--- config.mk ---
export PLATFORM = sky130hd
export DESIGN_NAME = multichannel_input_debouncer_top
export DESIGN_NICKNAME = d
export VERILOG_FILES = /design/src/hdl/mid_pkg.sv /design/src/hdl/multichannel_input_debouncer_top.sv
export SDC_FILE = /design/constraint.sdc
export NUM_CORES = 1
export LEC_CHECK = 0
export BUFFER_PORTS_ARGS = -buffer_cell sky130_fd_sc_hd__buf_4
export CORE_ASPECT_RATIO = 0.6
export CORE_UTILIZATION = 30
export CTS_BUF_LIST = sky130_fd_sc_hd__clkbuf_2 sky130_fd_sc_hd__clkbuf_4 sky130_fd_sc_hd__clkbuf_8
export DETAILED_ROUTE_END_ITERATION = 10
export GPL_ROUTABILITY_DRIVEN = 0
export PLACE_DENSITY = 0.55
export RECOVER_POWER = 50
export SKIP_LAST_GASP = 1
export SLEW_MARGIN = 25
export SYNTH_ARGS = -nofsm -noshare
export SYNTH_HDL_FRONTEND = slang
export SYNTH_SLANG_ARGS = --single-unit
--- constraint.sdc ---
create_clock -name clk -period 4.9 [get_ports clk]
set_clock_uncertainty 0.15 [all_clocks]
set_input_delay 0.245 -clock clk [delete_from_list [all_inputs] [get_ports clk]]
set_output_delay 0.245 -clock clk [all_outputs]
set_load 0.05 [all_outputs]
--- src/hdl/mid_pkg.sv ---
// Package with the per-channel state type, status codes and the filter update function.
package mid_pkg;

    localparam logic       FUNC_POLL  = 1'b0;
    localparam logic       FUNC_INIT  = 1'b1;

    localparam logic [1:0] ST_NORMAL  = 2'd0;
    localparam logic [1:0] ST_EVENT   = 2'd1;
    localparam logic [1:0] ST_INVALID = 2'd2;

    localparam logic [7:0] MIN_SETTLE = 8'd2;

    typedef struct packed {
        logic [7:0] last_sample;
        logic [7:0] candidate_level;
        logic [7:0] settle_count;
        logic [7:0] debounced_level;
    } chan_state_t;

    typedef struct packed {
        chan_state_t state;
        logic        event_hit;
    } poll_result_t;

    // One poll step of a chatter filter.
    function automatic poll_result_t poll_step(chan_state_t cur, logic [7:0] smp,
                                               logic [7:0] ticks);
        poll_result_t res;
        res                       = '0;
        res.state                 = cur;
        res.state.last_sample     = smp;
        if (cur.settle_count == 8'd0)
        begin
            if (smp != cur.last_sample)
            begin
                res.state.settle_count    = 8'd1;
                res.state.candidate_level = smp;
            end
        end
        else if (cur.settle_count < ticks)
        begin
            res.state.settle_count = 8'(cur.settle_count + 8'd1);
        end
        else if (smp == cur.candidate_level)
        begin
            res.state.settle_count    = 8'd0;
            res.state.debounced_level = smp;
            res.event_hit             = 1'b1;
        end
        else
        begin
            res.state.settle_count    = 8'd1;
            res.state.candidate_level = smp;
        end
        return res;
    endfunction

endpackage

--- src/hdl/multichannel_input_debouncer_top.sv ---
// Top level of the multichannel input debouncer: state memory, update stage and result register.
//
//   channel | direction | handshake          | fields
//   --------+-----------+--------------------+-------------------------------------------
//   in      | to block  | in_valid, in_stall | func, channel, sample, settle_ticks
//   out     | from block| out_valid,out_stall| status, stable_level
//
// An item's result is registered in the result register once the item moves on from the update
// stage, and one item is accepted every cycle unless the input stalls: the state memory is read
// when the item is accepted and written when its result is registered, and a bypass register
// covers an item that follows one on the same channel.
// Reset clears the per-channel valid bits at once, so no clearing pass is needed.
// A stall on the output holds the result register and then the update stage; the input
// stalls only when the update stage is full and cannot move on.
module multichannel_input_debouncer_top
    import mid_pkg::*;
#(
    parameter int CHANNEL_COUNT = 8
)
(
    input  logic       clk,
    input  logic       rst_n,
    input  logic       in_valid,
    output logic       in_stall,
    input  logic       func,
    input  logic [7:0] channel,
    input  logic [7:0] sample,
    input  logic [7:0] settle_ticks,
    output logic       out_valid,
    input  logic       out_stall,
    output logic [1:0] status,
    output logic [7:0] stable_level
);

    localparam int         CH_W     = (CHANNEL_COUNT > 1) ? $clog2(CHANNEL_COUNT) : 1;
    localparam logic [8:0] CH_LIMIT = 9'(CHANNEL_COUNT);

    chan_state_t             mem [CHANNEL_COUNT];
    logic [CHANNEL_COUNT-1:0] written_reg;

    logic              s1_valid_reg;
    logic              func_reg;
    logic [7:0]        channel_reg;
    logic [7:0]        sample_reg;
    logic [7:0]        ticks_reg;
    chan_state_t       rd_reg;
    logic              rd_written_reg;

    logic              byp_valid_reg;
    logic [CH_W-1:0]   byp_idx_reg;
    chan_state_t       byp_data_reg;

    logic              out_valid_reg;
    logic [1:0]        status_reg;
    logic [7:0]        level_reg;

    logic              in_accept;
    logic              advance;
    logic [CH_W-1:0]   in_idx;
    logic [CH_W-1:0]   s1_idx;
    logic              s1_in_range;
    chan_state_t       cur_state;
    chan_state_t       new_state;
    poll_result_t      poll_res;
    logic              mem_wr;
    logic [1:0]        status_next;
    logic [7:0]        level_next;

    assign advance   = !out_valid_reg || !out_stall;
    assign in_stall  = s1_valid_reg && !advance;
    assign in_accept = in_valid && !in_stall;
    assign in_idx    = channel[CH_W-1:0];
    assign s1_idx    = channel_reg[CH_W-1:0];
    assign s1_in_range = ({1'b0, channel_reg} < CH_LIMIT);

    always_comb
    begin
        // The latest write to this channel may not be in the read data yet.
        if (byp_valid_reg && (byp_idx_reg == s1_idx))
        begin
            cur_state = byp_data_reg;
        end
        else if (rd_written_reg)
        begin
            cur_state = rd_reg;
        end
        else
        begin
            cur_state = '0;
        end

        poll_res    = poll_step(cur_state, sample_reg, ticks_reg);
        new_state   = cur_state;
        mem_wr      = 1'b0;
        status_next = ST_NORMAL;
        level_next  = cur_state.debounced_level;

        if (!s1_in_range)
        begin
            status_next = ST_INVALID;
            level_next  = 8'd0;
        end
        else if (func_reg == FUNC_INIT)
        begin
            new_state.last_sample     = sample_reg;
            new_state.candidate_level = sample_reg;
            new_state.settle_count    = 8'd0;
            new_state.debounced_level = sample_reg;
            mem_wr                    = s1_valid_reg && advance;
            level_next                = sample_reg;
        end
        else if (ticks_reg < MIN_SETTLE)
        begin
            status_next = ST_INVALID;
        end
        else
        begin
            new_state   = poll_res.state;
            mem_wr      = s1_valid_reg && advance;
            status_next = poll_res.event_hit ? ST_EVENT : ST_NORMAL;
            level_next  = poll_res.state.debounced_level;
        end
    end

    always_ff @(posedge clk)
    begin
        if (mem_wr)
        begin
            mem[s1_idx] <= new_state;
        end
        if (in_accept)
        begin
            rd_reg <= mem[in_idx];
        end
    end

    always_ff @(posedge clk or negedge rst_n)
    begin
        if (!rst_n)
        begin
            written_reg    <= '0;
            rd_written_reg <= 1'b0;
        end
        else
        begin
            if (mem_wr)
            begin
                written_reg[s1_idx] <= 1'b1;
            end
            if (in_accept)
            begin
                rd_written_reg <= written_reg[in_idx];
            end
        end
    end

    always_ff @(posedge clk)
    begin
        if (in_accept)
        begin
            func_reg    <= func;
            channel_reg <= channel;
            sample_reg  <= sample;
            ticks_reg   <= settle_ticks;
        end
        if (mem_wr)
        begin
            byp_idx_reg  <= s1_idx;
            byp_data_reg <= new_state;
        end
        if (s1_valid_reg && advance)
        begin
            status_reg <= status_next;
            level_reg  <= level_next;
        end
    end

    always_ff @(posedge clk or negedge rst_n)
    begin
        if (!rst_n)
        begin
            s1_valid_reg  <= 1'b0;
            byp_valid_reg <= 1'b0;
            out_valid_reg <= 1'b0;
        end
        else
        begin
            if (in_accept)
            begin
                s1_valid_reg <= 1'b1;
            end
            else if (advance)
            begin
                s1_valid_reg <= 1'b0;
            end
            if (mem_wr)
            begin
                byp_valid_reg <= 1'b1;
            end
            if (advance)
            begin
                out_valid_reg <= s1_valid_reg;
            end
        end
    end

    assign out_valid    = out_valid_reg;
    assign status       = status_reg;
    assign stable_level = level_reg;

`ifndef ASSERT_OFF
    a_status_code: assert property (@(posedge clk) disable iff (!rst_n)
        out_valid_reg |-> (status_reg == ST_NORMAL || status_reg == ST_EVENT ||
                           status_reg == ST_INVALID))
        else $error("result carries an undefined status code");

    a_range_invalid: assert property (@(posedge clk) disable iff (!rst_n)
        (s1_valid_reg && advance && !s1_in_range) |=>
            (out_valid_reg && status_reg == ST_INVALID && level_reg == 8'd0))
        else $error("out-of-range channel did not give an invalid result");

    a_no_wr_out_of_range: assert property (@(posedge clk) disable iff (!rst_n)
        mem_wr |-> (s1_in_range && s1_valid_reg))
        else $error("state written for an item that must not change state");

    a_bypass_tracks: assert property (@(posedge clk) disable iff (!rst_n)
        mem_wr |=> (byp_valid_reg && byp_idx_reg == $past(s1_idx)))
        else $error("bypass register does not hold the latest written channel");
`endif

endmodule

==> reports/results.txt <==
asr flop ratio synth -> 3.243%
max reg flops -> 256
hold endpoint -> channel_reg[0]$_DFFE_PP_
sequential area share after synthesis -> 71.63%
Final HPWL DP -> 23550 microns
Ports -> 41
Yosys warnings -> 0
Mapped Cells -> 892
Synth Area in XOR/XNOR -> 1.184%
Die Ht -> 177.7 microns
critical path cell sequence -> xnor2_1 -> a41oi_1 -> a21oi_1 -> ha_1 -> or4b_2 -> nor4_1 -> mux2i_2 -> nor2_2 -> nand3_1 -> a21oi_1 -> a211oi_2
Diodes inserted -> 0
#FFs+latches synth -> 370
Die X -> 294.8 microns
number of synthesized flops with an enable pin -> 358
Filler cells -> 4753
worst min-delay path category -> input port to flip-flop
First DRT Iteration DRCs -> 1020
hold path start -> channel[0]
gr usage total -> 14.86%
via count -> 8608
reg2reg path depth -> 11
initial antenna violation count -> 0
Slew headroom -> -136.9%
FMAX -> 0.2239 GHz
RR Endpoint -> mem[0][17]$_DFFE_PP_
status -> finished with violations
CP Max Fanout -> 10
DR pass1 iterations -> 6
DR DRC count -> 0
post-synthesis compound-gate area fraction -> 5.109%
Layout area overhead -> 16.26%
Lkg Pwr -> 6.067 nW
Post-Syn Nets -> 930
Critical Path Sink Type -> flip-flop
Setup CP Type -> flip-flop to flip-flop
# setup viols final -> 0
worst reg2reg setup slack -> 430 ps
CTS tree -> yes
number of nets in the layout -> 1041
r2r startpoint -> channel_reg[1]$_DFFE_PP_
Slew Limit Fails -> 180
Worst EP arrival -> 4610 ps
Syn Area/Cell -> 17.30 sq um
first-pass GRT wire length -> 56860 microns
Power Density -> 366.1 nW/um^2
vias in the first global route -> 8585
Root Buffer Master -> clkbuf_8
CP startpoint kind -> flip-flop
TNS Setup -> 0 ps
largest family of logic cells by synthesized area -> multiplexers
mux cell area share after synthesis -> 12.98%
effective utilization at floorplan -> 30.82%
Final Hold Vio Count -> 0
die area -> 52360 sq um
Avg WL per Cell -> 22.28 microns
grt total ovfl -> 0
worst-margin pin slew -> 3553 ps
num rows -> 63
Adder-Cell Fraction of Synth Area -> 0.7299%
RSZ-0062 raised after global routing -> no
total CTS buffers -> 52
hold depth -> 1
Primary FF master, synth -> edfxtp_1
max incr delay on CP -> 620 ps
crit path time final -> 4466 ps
power after layout -> 6.566 mW
Worst-Skew Late Latency -> 620 ps
layout cells sized above 1 -> 26.12%
# H-tree levels -> 2
clk slew on worst S/H paths -> 70 ps
total wire length -> 38470 microns
Max VDD drop -> 200.5 uV
Worst path slowest cell -> or4b_2
Via density -> 4.984
final worst path period share -> 91.14%
CP top delay family -> simple AND/OR/NAND/NOR gates
Yosys cell types -> 69
max_cap viols -> 6
Max Root-Sink Buffers -> 3
violated checks -> max-capacitance violations, max-slew violations
port buffer count -> 40
mapped cell area -> 15430 sq um
CP Buf/Inv Count -> 0
post-route ant nets -> 0
CP Data Required Time -> 5040 ps
largest net degree at the start of global routing -> 49
most frequent CP cell -> a21oi_1
total core area -> 50050 sq um
simple-gate share of the synthesized area -> 6.172%
# clock sinks -> 370
## power by group
part	leakage [nW]	switching, mW	internal (mW)
Combinational	2.03	0.341	0.213
Clock	0.541	1.19	1.20
Sequential	3.49	0.0584	3.56
Total	6.07	1.59	4.98
## per-layer routing
metal | wire [microns] | track usage [%] | up-vias
met3 | 3148 | 3.745 | 58
met1 | 19220 | 23.41 | 4411
met2 | 15490 | 20.10 | 364
met4 | 611 | 3.234 | 0
met5 | 0 | 0 | -
li1 | - | - | 3775
## cell usage in the layout, fill, tap and decap left out, types with 6 or more instances in the layout
master	instances
clkbuf_8	54
nor4_1	6
mux4_2	66
a221oi_1	8
nand3_1	28
o21ai_0	20
inv_1	38
clkinv_2	9
nor2b_1	6
dlygate4sd3_1	27
clkbuf_4	38
ha_1	9
nor3_1	11
dfrtp_1	12
and2_1	7
xnor2_1	8
a21oi_1	38
edfxtp_1	358
mux2_2	38
and3_1	12
clkinv_1	13
nand2b_1	6
nor2_1	15
xor2_1	11
nand2_1	58
or2_2	8
buf_4	21
clkbuf_1	25
a211oi_2	9
## worst max-delay path by stage
stage / startpoint / depth (start not counted) / to
4_1_cts: channel_reg[0]$_DFFE_PP_ / 13 / mem[0][17]$_DFFE_PP_
3_3_place_gp: channel_reg[1]$_DFFE_PP_ / 13 / mem[2][21]$_DFFE_PP_
5_1_grt: channel_reg[1]$_DFFE_PP_ / 12 / mem[0][17]$_DFFE_PP_
6_report: channel_reg[1]$_DFFE_PP_ / 11 / mem[0][17]$_DFFE_PP_
3_5_place_dp: channel_reg[0]$_DFFE_PP_ / 13 / mem[6][17]$_DFFE_PP_
2_1_floorplan: channel_reg[1]$_DFFE_PP_ / 15 / byp_data_reg[13]$_DFFE_PP_
## cells by family (layout without fill, tap and decap cells)
group                      after synthesis  in the layout
AOI/OAI and AO/OA                      116            116
xor gates and xnor gates                20             20
and+or+nand+nor                        182            182
buffers and inverters                   83            236
DFF                                    370            370
muxes                                  112            112
adders and majority gates                9              9
## metrics by stage
| step | instances | area, sq um | utilization, % | hold WS [ps] | worst slack [ps] |
|---|---|---|---|---|---|
| global placement | 1604 | 16740 | 33.44 | -30.88 | 289.0 |
| finish | 1727 | 17940 | 35.83 | 83.82 | 434.0 |
| global route | 1727 | 17940 | 35.83 | 112.2 | 191.3 |
| detailed placement | 1604 | 16740 | 33.44 | -30.59 | 225.4 |
| floorplan | 892 | 15440 | - | -200.6 | 421.8 |
| CTS | 1727 | 18020 | 36.00 | 67.71 | 186.4 |
## worst reg2reg max path, delay by kind of cell (launching register included)
family	cells	cell delay, ps
XOR/XNOR	1	380
AO/OA/AOI/OAI	4	1010
multiplexers	1	190
flip-flops	1	510
AND/OR/NAND/NOR	4	1670
adder cells (fa/ha/maj)	1	260
## synthesized netlist by cell type (3+ instances only)
cell | instances | area [sq um]
a211oi_1 | 12 | 90.09
a21oi_1 | 38 | 190.2
a221oi_1 | 8 | 70.07
a222oi_1 | 3 | 30.03
and2_1 | 8 | 50.05
and3_1 | 12 | 75.07
buf_1 | 13 | 48.80
buf_2 | 5 | 25.02
clkbuf_1 | 22 | 82.58
dfrtp_1 | 12 | 300.3
edfxtp_1 | 358 | 10750
ha_1 | 9 | 112.6
inv_1 | 38 | 142.6
mux2_2 | 41 | 461.7
mux2i_1 | 4 | 40.04
mux4_2 | 66 | 1486
nand2_1 | 58 | 217.7
nand2b_1 | 6 | 37.54
nand3_1 | 28 | 140.1
nand4_1 | 3 | 18.77
nor2_1 | 18 | 67.56
nor2b_1 | 6 | 37.54
nor3_1 | 12 | 60.06
nor4_1 | 6 | 37.54
o211ai_1 | 4 | 30.03
o21ai_0 | 20 | 100.1
o31ai_1 | 4 | 30.03
or2_2 | 8 | 50.05
or3_1 | 4 | 25.02
xnor2_1 | 8 | 70.07
xor2_1 | 11 | 96.34
## area by class of cell
cell class | instances | area, sq um | area share [%]
clock buffers | 69 | 855.8 | 4.772
clock inverters | 27 | 157.7 | 0.8790
inverters | 38 | 142.6 | 0.7953
multi-input cells | 439 | 4115 | 22.94
flip-flops and latches | 370 | 11050 | 61.61
well taps | 682 | 853.3 | 4.758
repair buffers | 102 | 760.7 | 4.241
## repair_timing
item / 4_1_cts / 5_1_grt
setup buffers: 0 / 0
resized for setup: 0 / 7
hold buffers: 27 / 0
setup endpoints to repair: 0 / 54
hold endpoints to repair: 37 / 0
No activity file was read; power rests on OpenSTA's default activity.
